## config.mk

```make
export PLATFORM = sky130hd
export DESIGN_NAME = deferred_irq_coalescing_drain
export DESIGN_NICKNAME = d
export VERILOG_FILES = /design/src/rtl/core/dic_pkg.sv /design/src/rtl/core/dic_ram.sv /design/src/rtl/core/dic_cnt_store.sv /design/src/rtl/core/deferred_irq_coalescing_drain.sv
export SDC_FILE = /design/constraint.sdc
export NUM_CORES = 2
export LEC_CHECK = 0
export BUFFER_PORTS_ARGS = -buffer_cell sky130_fd_sc_hd__buf_4
export CORE_UTILIZATION = 55
export CTS_CLUSTER_DIAMETER = 50
export DETAILED_ROUTE_END_ITERATION = 8
export PLACE_DENSITY = 0.71
export SKIP_LAST_GASP = 1
export SLEW_MARGIN = 20
export SYNTH_ARGS = -nofsm -noshare
export SYNTH_HDL_FRONTEND = slang
export SYNTH_HIERARCHICAL = 1
export SYNTH_SLANG_ARGS = --single-unit
```

## constraint.sdc

```tcl
create_clock -name i_clk -period 10.25 [get_ports i_clk]
set_input_delay 0.5125 -clock i_clk [delete_from_list [all_inputs] [get_ports i_clk]]
set_output_delay 0.5125 -clock i_clk [all_outputs]
set_load 0.005 [all_outputs]
```

## src/rtl/core/dic_pkg.sv

```systemverilog
// Shared types and constants for the deferred interrupt coalescing drain.
`default_nettype none
package dic_pkg;

    // Default configuration
    localparam int NUM_LINES_DEF   = 64;
    localparam int COUNT_WIDTH_DEF = 32;

    // Fixed field widths
    localparam int LINE_FIELD_W = 6;
    localparam int OUT_COUNT_W  = 32;
    localparam int LEVEL_W      = 8;

    localparam logic [LEVEL_W-1:0] LEVEL_MAX = '1;

    // Input item kinds
    typedef enum logic [1:0] {
        KIND_EVENT   = 2'd0,
        KIND_SAVE    = 2'd1,
        KIND_RESTORE = 2'd2,
        KIND_HANDLER = 2'd3
    } t_kind;

    // Control sequencer states
    typedef enum logic [2:0] {
        ST_IDLE,
        ST_INC,
        ST_CHK,
        ST_SCAN,
        ST_READ,
        ST_OUT
    } t_state;

    // Count store access strobes
    typedef struct packed {
        logic rd;
        logic wr;
    } t_cnt_ctl;

endpackage
`default_nettype wire

```

## src/rtl/core/dic_ram.sv

```systemverilog
// Generic simple dual-port RAM with one registered read port.
`default_nettype none
module dic_ram #(
    parameter int WIDTH = 32,
    parameter int DEPTH = 64
) (
    input  wire logic                     i_clk,
    input  wire logic                     i_we,
    input  wire logic [$clog2(DEPTH)-1:0] i_waddr,
    input  wire logic [WIDTH-1:0]         i_wdata,
    input  wire logic                     i_re,
    input  wire logic [$clog2(DEPTH)-1:0] i_raddr,
    output logic      [WIDTH-1:0]         o_rdata
);

    logic [WIDTH-1:0] r_mem [DEPTH];
    logic [WIDTH-1:0] r_rdata;

    // Write and registered read
    always_ff @(posedge i_clk) begin
        if (i_we) begin
            r_mem[i_waddr] <= i_wdata;
        end
        if (i_re) begin
            r_rdata <= r_mem[i_raddr];
        end
    end

    assign o_rdata = r_rdata;

endmodule
`default_nettype wire

```

## src/rtl/core/dic_cnt_store.sv

```systemverilog
// Per-line event count store: RAM plus written bits that make reset read as zero.
`default_nettype none
module dic_cnt_store #(
    parameter int NUM_LINES   = dic_pkg::NUM_LINES_DEF,
    parameter int COUNT_WIDTH = dic_pkg::COUNT_WIDTH_DEF
) (
    input  wire logic                         i_clk,
    input  wire logic                         i_rst_n,
    input  wire dic_pkg::t_cnt_ctl            i_ctl,
    input  wire logic [$clog2(NUM_LINES)-1:0] i_addr,
    input  wire logic [COUNT_WIDTH-1:0]       i_wdata,
    output logic      [COUNT_WIDTH-1:0]       o_rdata
);

    logic [NUM_LINES-1:0]   r_written;
    logic                   r_rd_written;
    logic [COUNT_WIDTH-1:0] w_ram_rdata;

    // Track which entries hold a value since reset
    always_ff @(posedge i_clk) begin
        if (!i_rst_n) begin
            r_written    <= '0;
            r_rd_written <= 1'b0;
        end else begin
            if (i_ctl.wr) begin
                r_written[i_addr] <= 1'b1;
            end
            if (i_ctl.rd) begin
                r_rd_written <= r_written[i_addr];
            end
        end
    end

    dic_ram #(
        .WIDTH (COUNT_WIDTH),
        .DEPTH (NUM_LINES)
    ) u_ram (
        .i_clk   (i_clk),
        .i_we    (i_ctl.wr),
        .i_waddr (i_addr),
        .i_wdata (i_wdata),
        .i_re    (i_ctl.rd),
        .i_raddr (i_addr),
        .o_rdata (w_ram_rdata)
    );

    // Never-written entries read as zero
    assign o_rdata = r_rd_written ? w_ram_rdata : '0;

endmodule
`default_nettype wire

```

## src/rtl/core/deferred_irq_coalescing_drain.sv

```systemverilog
// Top level: interrupt coalescer with deferred, highest-line-first draining.
// An event or handler update reads the count, then writes it back or does the pending
// check. A drain picks a line, reads its count and presents the call result for each
// owed line, or one no-call result when no pending line has a handler; a stalled
// result holds. One item is in work at a time. Synchronous active-low reset clears
// pending, handler, level and count written bits; no memory clearing pass is needed.
`default_nettype none
module deferred_irq_coalescing_drain #(
    parameter int NUM_LINES   = dic_pkg::NUM_LINES_DEF,
    parameter int COUNT_WIDTH = dic_pkg::COUNT_WIDTH_DEF
) (
    input  wire logic                             i_clk,
    input  wire logic                             i_rst_n,
    // Input channel
    input  wire logic                             i_in_valid,
    output logic                                  o_in_stall,
    input  wire logic [1:0]                       i_kind,
    input  wire logic [dic_pkg::LINE_FIELD_W-1:0] i_irq_number,
    input  wire logic                             i_handler_present,
    // Output channel
    output logic                                  o_out_valid,
    input  wire logic                             i_out_stall,
    output logic                                  o_call_valid,
    output logic      [dic_pkg::LINE_FIELD_W-1:0] o_served_line,
    output logic      [dic_pkg::OUT_COUNT_W-1:0]  o_event_count,
    output logic                                  o_schedule_request,
    output logic                                  o_last
);

    localparam int LINE_W = $clog2(NUM_LINES);

    dic_pkg::t_state r_state, n_state;

    logic [NUM_LINES-1:0]           r_pending, n_pending;
    logic [NUM_LINES-1:0]           r_handler, n_handler;
    logic [NUM_LINES-1:0]           r_todo, n_todo;
    logic [dic_pkg::LEVEL_W-1:0]    r_level, n_level;
    logic [LINE_W-1:0]              r_line, n_line;

    logic                           r_out_call, n_out_call;
    logic [dic_pkg::LINE_FIELD_W-1:0] r_out_line, n_out_line;
    logic [dic_pkg::OUT_COUNT_W-1:0]  r_out_count, n_out_count;
    logic                           r_out_last, n_out_last;

    dic_pkg::t_cnt_ctl              w_ctl;
    logic [LINE_W-1:0]              w_addr;
    logic [COUNT_WIDTH-1:0]         w_wdata;
    logic [COUNT_WIDTH-1:0]         w_rdata;
    logic [COUNT_WIDTH-1:0]         w_cnt_inc;

    logic                           w_in_acc;
    logic                           w_out_acc;
    logic                           w_in_range;
    logic [LINE_W-1:0]              w_in_line;
    dic_pkg::t_kind                 w_kind;
    logic [LINE_W-1:0]              w_top_line;
    logic                           w_restore_drain;

    // Take input beats only when idle
    assign o_in_stall = (r_state != dic_pkg::ST_IDLE);

    assign w_in_acc   = i_in_valid && !o_in_stall;
    assign w_out_acc  = o_out_valid && !i_out_stall;
    assign w_kind     = dic_pkg::t_kind'(i_kind);
    assign w_in_line  = i_irq_number[LINE_W-1:0];
    assign w_in_range = ({1'b0, i_irq_number} < (dic_pkg::LINE_FIELD_W + 1)'(NUM_LINES));
    assign w_restore_drain = (r_level == dic_pkg::LEVEL_W'(1)) && (r_pending != '0);

    // Saturating count increment
    assign w_cnt_inc = (&w_rdata) ? w_rdata : w_rdata + COUNT_WIDTH'(1);

    // Find highest line still owed a call
    always_comb begin
        w_top_line = '0;
        for (int i = 0; i < NUM_LINES; i++) begin
            if (r_todo[i]) begin
                w_top_line = LINE_W'(i);
            end
        end
    end

    // Next state
    always_comb begin
        n_state = r_state;
        unique case (r_state)
            dic_pkg::ST_IDLE: begin
                if (w_in_acc) begin
                    unique case (w_kind)
                        dic_pkg::KIND_EVENT: begin
                            if (w_in_range) n_state = dic_pkg::ST_INC;
                        end
                        dic_pkg::KIND_HANDLER: begin
                            if (w_in_range) n_state = dic_pkg::ST_CHK;
                        end
                        dic_pkg::KIND_RESTORE: begin
                            if (w_restore_drain) n_state = dic_pkg::ST_SCAN;
                        end
                        dic_pkg::KIND_SAVE: begin
                            n_state = dic_pkg::ST_IDLE;
                        end
                    endcase
                end
            end
            dic_pkg::ST_INC: begin
                n_state = (r_level == '0) ? dic_pkg::ST_SCAN : dic_pkg::ST_IDLE;
            end
            dic_pkg::ST_CHK: begin
                n_state = dic_pkg::ST_IDLE;
            end
            dic_pkg::ST_SCAN: begin
                n_state = (r_todo == '0) ? dic_pkg::ST_OUT : dic_pkg::ST_READ;
            end
            dic_pkg::ST_READ: begin
                n_state = dic_pkg::ST_OUT;
            end
            dic_pkg::ST_OUT: begin
                if (w_out_acc) begin
                    n_state = r_out_last ? dic_pkg::ST_IDLE : dic_pkg::ST_SCAN;
                end
            end
            default: begin
                n_state = dic_pkg::ST_IDLE;
            end
        endcase
    end

    // Datapath and count memory control
    always_comb begin
        n_pending   = r_pending;
        n_handler   = r_handler;
        n_todo      = r_todo;
        n_level     = r_level;
        n_line      = r_line;
        n_out_call  = r_out_call;
        n_out_line  = r_out_line;
        n_out_count = r_out_count;
        n_out_last  = r_out_last;
        w_ctl       = '0;
        w_addr      = r_line;
        w_wdata     = '0;
        o_out_valid = 1'b0;

        unique case (r_state)
            dic_pkg::ST_IDLE: begin
                if (w_in_acc) begin
                    unique case (w_kind)
                        dic_pkg::KIND_EVENT: begin
                            if (w_in_range) begin
                                n_pending[w_in_line] = 1'b1;
                                n_line               = w_in_line;
                                w_addr               = w_in_line;
                                w_ctl.rd             = 1'b1;
                            end
                        end
                        dic_pkg::KIND_HANDLER: begin
                            if (w_in_range) begin
                                n_handler[w_in_line] = i_handler_present;
                                n_line               = w_in_line;
                                w_addr               = w_in_line;
                                w_ctl.rd             = 1'b1;
                            end
                        end
                        dic_pkg::KIND_SAVE: begin
                            if (r_level != dic_pkg::LEVEL_MAX) begin
                                n_level = r_level + dic_pkg::LEVEL_W'(1);
                            end
                        end
                        dic_pkg::KIND_RESTORE: begin
                            if (w_restore_drain) begin
                                // Start drain: snapshot handled lines, drop all pending
                                n_level   = '0;
                                n_todo    = r_pending & r_handler;
                                n_pending = '0;
                            end else if (r_level != '0) begin
                                n_level = r_level - dic_pkg::LEVEL_W'(1);
                            end
                        end
                    endcase
                end
            end
            dic_pkg::ST_INC: begin
                // Write back bumped count, drain at level zero
                w_ctl.wr = 1'b1;
                w_wdata  = w_cnt_inc;
                if (r_level == '0) begin
                    n_todo    = r_pending & r_handler;
                    n_pending = '0;
                end
            end
            dic_pkg::ST_CHK: begin
                if (w_rdata != '0) begin
                    n_pending[r_line] = 1'b1;
                end
            end
            dic_pkg::ST_SCAN: begin
                if (r_todo == '0) begin
                    // Drain with no call
                    n_out_call  = 1'b0;
                    n_out_line  = '0;
                    n_out_count = '0;
                    n_out_last  = 1'b1;
                end else begin
                    w_ctl.rd           = 1'b1;
                    w_addr             = w_top_line;
                    n_line             = w_top_line;
                    n_todo[w_top_line] = 1'b0;
                end
            end
            dic_pkg::ST_READ: begin
                // Hand count out and clear it
                w_ctl.wr    = 1'b1;
                w_wdata     = '0;
                n_out_call  = 1'b1;
                n_out_line  = dic_pkg::LINE_FIELD_W'(r_line);
                n_out_count = dic_pkg::OUT_COUNT_W'(w_rdata);
                n_out_last  = (r_todo == '0);
            end
            dic_pkg::ST_OUT: begin
                o_out_valid = 1'b1;
            end
            default: begin
                o_out_valid = 1'b0;
            end
        endcase
    end

    // Control registers
    always_ff @(posedge i_clk) begin
        if (!i_rst_n) begin
            r_state   <= dic_pkg::ST_IDLE;
            r_pending <= '0;
            r_handler <= '0;
            r_todo    <= '0;
            r_level   <= '0;
        end else begin
            r_state   <= n_state;
            r_pending <= n_pending;
            r_handler <= n_handler;
            r_todo    <= n_todo;
            r_level   <= n_level;
        end
    end

    // Payload registers
    always_ff @(posedge i_clk) begin
        r_line      <= n_line;
        r_out_call  <= n_out_call;
        r_out_line  <= n_out_line;
        r_out_count <= n_out_count;
        r_out_last  <= n_out_last;
    end

    dic_cnt_store #(
        .NUM_LINES   (NUM_LINES),
        .COUNT_WIDTH (COUNT_WIDTH)
    ) u_cnt (
        .i_clk   (i_clk),
        .i_rst_n (i_rst_n),
        .i_ctl   (w_ctl),
        .i_addr  (w_addr),
        .i_wdata (w_wdata),
        .o_rdata (w_rdata)
    );

    assign o_call_valid       = r_out_call;
    assign o_served_line      = r_out_line;
    assign o_event_count      = r_out_count;
    assign o_schedule_request = r_out_last;
    assign o_last             = r_out_last;

endmodule
`default_nettype wire

```

==> impl_metrics.toml <==
[power]
leakagePower_nw = 36.5
power-per-cell-area_nw_per_um2 = 218
ir_worst_vdd_mv = 0.233

[synth]
ys_top_cells_by_count = "edfxtp_1 (2120), mux4_2 (544), nor2_1 (360), dfxtp_1 (274), nand2_1 (211)"
synth.distinct_cells = 91
syn-cell-area_um2 = 95000
synth_top_cells_by_area = "edfxtp_1 (67%), mux4_2 (13%), dfxtp_1 (5.8%)"
ys_async_sr_fraction_pct = 0
syn_avg_cell_area_um2 = 18.1
yosys_register_bits = 2394
synth_most_common_cell = "edfxtp_1"
synth.top_cell.area_share_pct = 67.0
synth_sequential_area_ratio_pct = 72.8
synth-warning-count = 6
most_common_flop_cell_mapped_by_yosys = "edfxtp_1"
synth_top_cell_by_area = "edfxtp_1"
postSynthCellCount = 5253
synth.net_count = 5277
synth_enable_flop_cells = 2120

[setup_path]
critical_path_endpoint_category = "flip-flop"
worstPathMaxFanout = 50
critical_path_arrival_ns = 7.43
r2r_slack_ns = 3.38
critPathLaunchType = "flip-flop"
required_ns = 10.82
critPathKind = "flip-flop to flip-flop"

[floorplanning]
chipWidth_um = 418
core_area_um2 = 172000
area_of_the_die_um2 = 174000
initial_core_util_pct = 55.4
die_height_um = 418
pin_count = 56
fp-row-count = 152

[sta]
timing.final.crit_share_pct = 67.0
slew_violations = 0
post-route-min-period_ns = 6.87
worst_clock_skew_ns = 0.0631
tightest_slew_ns = 1.12
setup_viol_count_final = 0
max-slew-margin-rel_pct = 25.2
setup-tns-final_ns = 0
clock.fmax_ghz = 0.146
finalWorstSetupSlack_ns = 3.38
final_hold_viol_count = 0
rsz0062_at_grt = "no"

[clocking]
post_cts_resize_count = 0
clk_latency_ns = 0.89
h-tree-depth = 4
ctsHoldBuffers = 0
clockRootBuffer = "clkbuf_16"
cts_tree = "built"
cts.repair_timing.setup_buffer_count = 0
number_of_cts_inserted_buffers = 231
cts_buffer_depth = 3
cts.reportedPaths.clkPinSlew_ns = 0.07
clkSinkCount = 2394

[cells_and_area]
area.growth.synth_to_final_pct = 12.2
layout.nets = 5411
proportion_of_layout_cells_with_a_drive_suffix_above_1_pct = 22.4

[grt]
grt_first_pass_wirelength_um = 363000
first_global_vias = 51800
pin_count_of_the_biggest_net_entering_global_routing = 122
groute.usage.overall_pct = 29.0
overall_overflow_remaining_after_global_route = 0
grt_antenna_before_repair = 8

[drt]
postRouteAntennaNets = 0
viasPerCell = 6.70
drt_drc_violations_left = 0
wl_um = 253000
drtIter0Drc = 7447
via_count = 52900
routedWlPerCell_um = 32.1
drtPass1Iterations = 6

[place]
port_buffers = 55
dp_hpwl_um = 142000
pre_cts_slack_ns = 3.64
gp_routability_congestion = 0.968

[hold_path]
min-delay-path-class = "input pin to flip-flop"

[run_status]
status = "complete, no violations"

[flow_run]
maxCapViolCount = 0
==> worst max-delay path: stages (launching register included) <==
cell and delay (ns):
dfxtp_1 0.37, nor4_1 0.72, and4_1 0.38, nand4_2 0.19, a21oi_1 0.69, a221o_4 0.64
buf_4 0.83, buf_4 0.70, mux4_2 0.42, mux2i_1 0.47, a21oi_1 0.14, a21oi_1 0.74
nor2_1 0.10
==> cell type report <==
cell class | instances | area [µm²]
flip-flops and latches | 2394 | 69100
fillers | 11900 | 65000
multi-input cells | 2523 | 25100
clock buffers | 274 | 6000
well taps | 2310 | 2890
repair buffers | 211 | 1700
clock inverters | 149 | 1650
inverters | 26 | 97.6
diodes | 2 | 5.00
==> kinds of logic (layout without fill, tap and decap cells) <==
| family | Yosys count | after routing | share of synthesized area (%) |
|---|---|---|---|
| AOI/OAI and AO/OA | 807 | 807 | 5.62 |
| xor gates and xnor gates | 29 | 29 | 0.267 |
| adders and majority gates | 11 | 11 | 0.145 |
| buffers and inverters | 336 | 660 | 1.76 |
| DFF | 2394 | 2394 | 72.8 |
| muxes | 658 | 658 | 14.1 |
| other | 0 | 2 | 0 |
| and+or+nand+nor | 1018 | 1018 | 5.29 |
==> per-layer routing <==
metal  share of wire, %  track usage (%)
met1                 37             39.3
met2                 48             46.2
met3                9.8             5.30
met4                4.8             12.9
met5              0.026                0
==> sequential cells by signal (all words and copies together) (netlist names) <==
| signal | count |
|---|---|
| u_cnt/r_rd_written | 1 |
| o_served_line | 6 |
| u_cnt/u_ram/o_rdata | 32 |
| o_last | 1 |
| r_level | 8 |
| r_state | 3 |
| r_line | 6 |
| r_handler | 64 |
| r_todo | 64 |
| u_cnt/r_written | 64 |
| o_call_valid | 1 |
| u_cnt/u_ram/r_mem | 2048 |
| o_event_count | 32 |
| r_pending | 64 |
==> path summary, 6_finish.rpt <==
path	end	start	cells past startpoint
worst max register to register	u_cnt/u_ram/o_rdata[12]	r_todo[18]	12
worst min register to register	u_cnt/r_written[3]	u_cnt/r_written[3]	1
worst max-delay path	u_cnt/u_ram/o_rdata[12]	r_todo[18]	12
worst min-delay path	r_state[0]	i_out_stall	3
==> placed cells by master, fill, tap and decap left out, drive strengths merged, types with 16 or more instances in the layout <==
master | netlist | routed
nand4 | 18 | 18
nand3 | 60 | 60
a21oi | 199 | 199
dfxtp | 274 | 274
clkinv | 0 | 104
inv | 26 | 37
o22ai | 148 | 148
xor2 | 22 | 22
mux2i | 112 | 112
nand2 | 214 | 214
o21a | 68 | 68
a22o | 64 | 64
o221ai | 28 | 28
o311a | 30 | 30
nor2 | 362 | 362
nor2b | 60 | 60
nor4 | 48 | 48
o21ai | 149 | 149
buf | 146 | 211
nor3 | 36 | 36
edfxtp | 2120 | 2120
clkbuf | 163 | 274
mux4 | 544 | 544
a22oi | 22 | 22
or3 | 24 | 24
and2 | 44 | 44
nand3b | 16 | 16
bufinv | 0 | 26
and3 | 52 | 52
nand2b | 22 | 22
==> per-stage QoR <==
step | cell area (µm²) | power, mW | std cells | hold slack [ns] | util, %
2_1_floorplan | 95000 | 13.5 | 5253 | 0.432 | -
3_3_place_gp | 98800 | 14.8 | 7459 | 0.439 | 57.6
3_5_place_dp | 98900 | 14.9 | 7463 | 0.452 | 57.6
4_1_cts | 107000 | 23.3 | 7886 | 0.0139 | 62.1
5_1_grt | 107000 | 23.9 | 7887 | 0.0631 | 62.1
6_report | 107000 | 23.3 | 7889 | 0.0616 | 62.1
==> where the power goes <==
group	internal, mW	switching, mW	total, mW
combinational	1.53	2.49	4.01
clock	4.85	3.70	8.55
sequential	10.6	0.0715	10.7
Power figures use the tool's default switching activity.
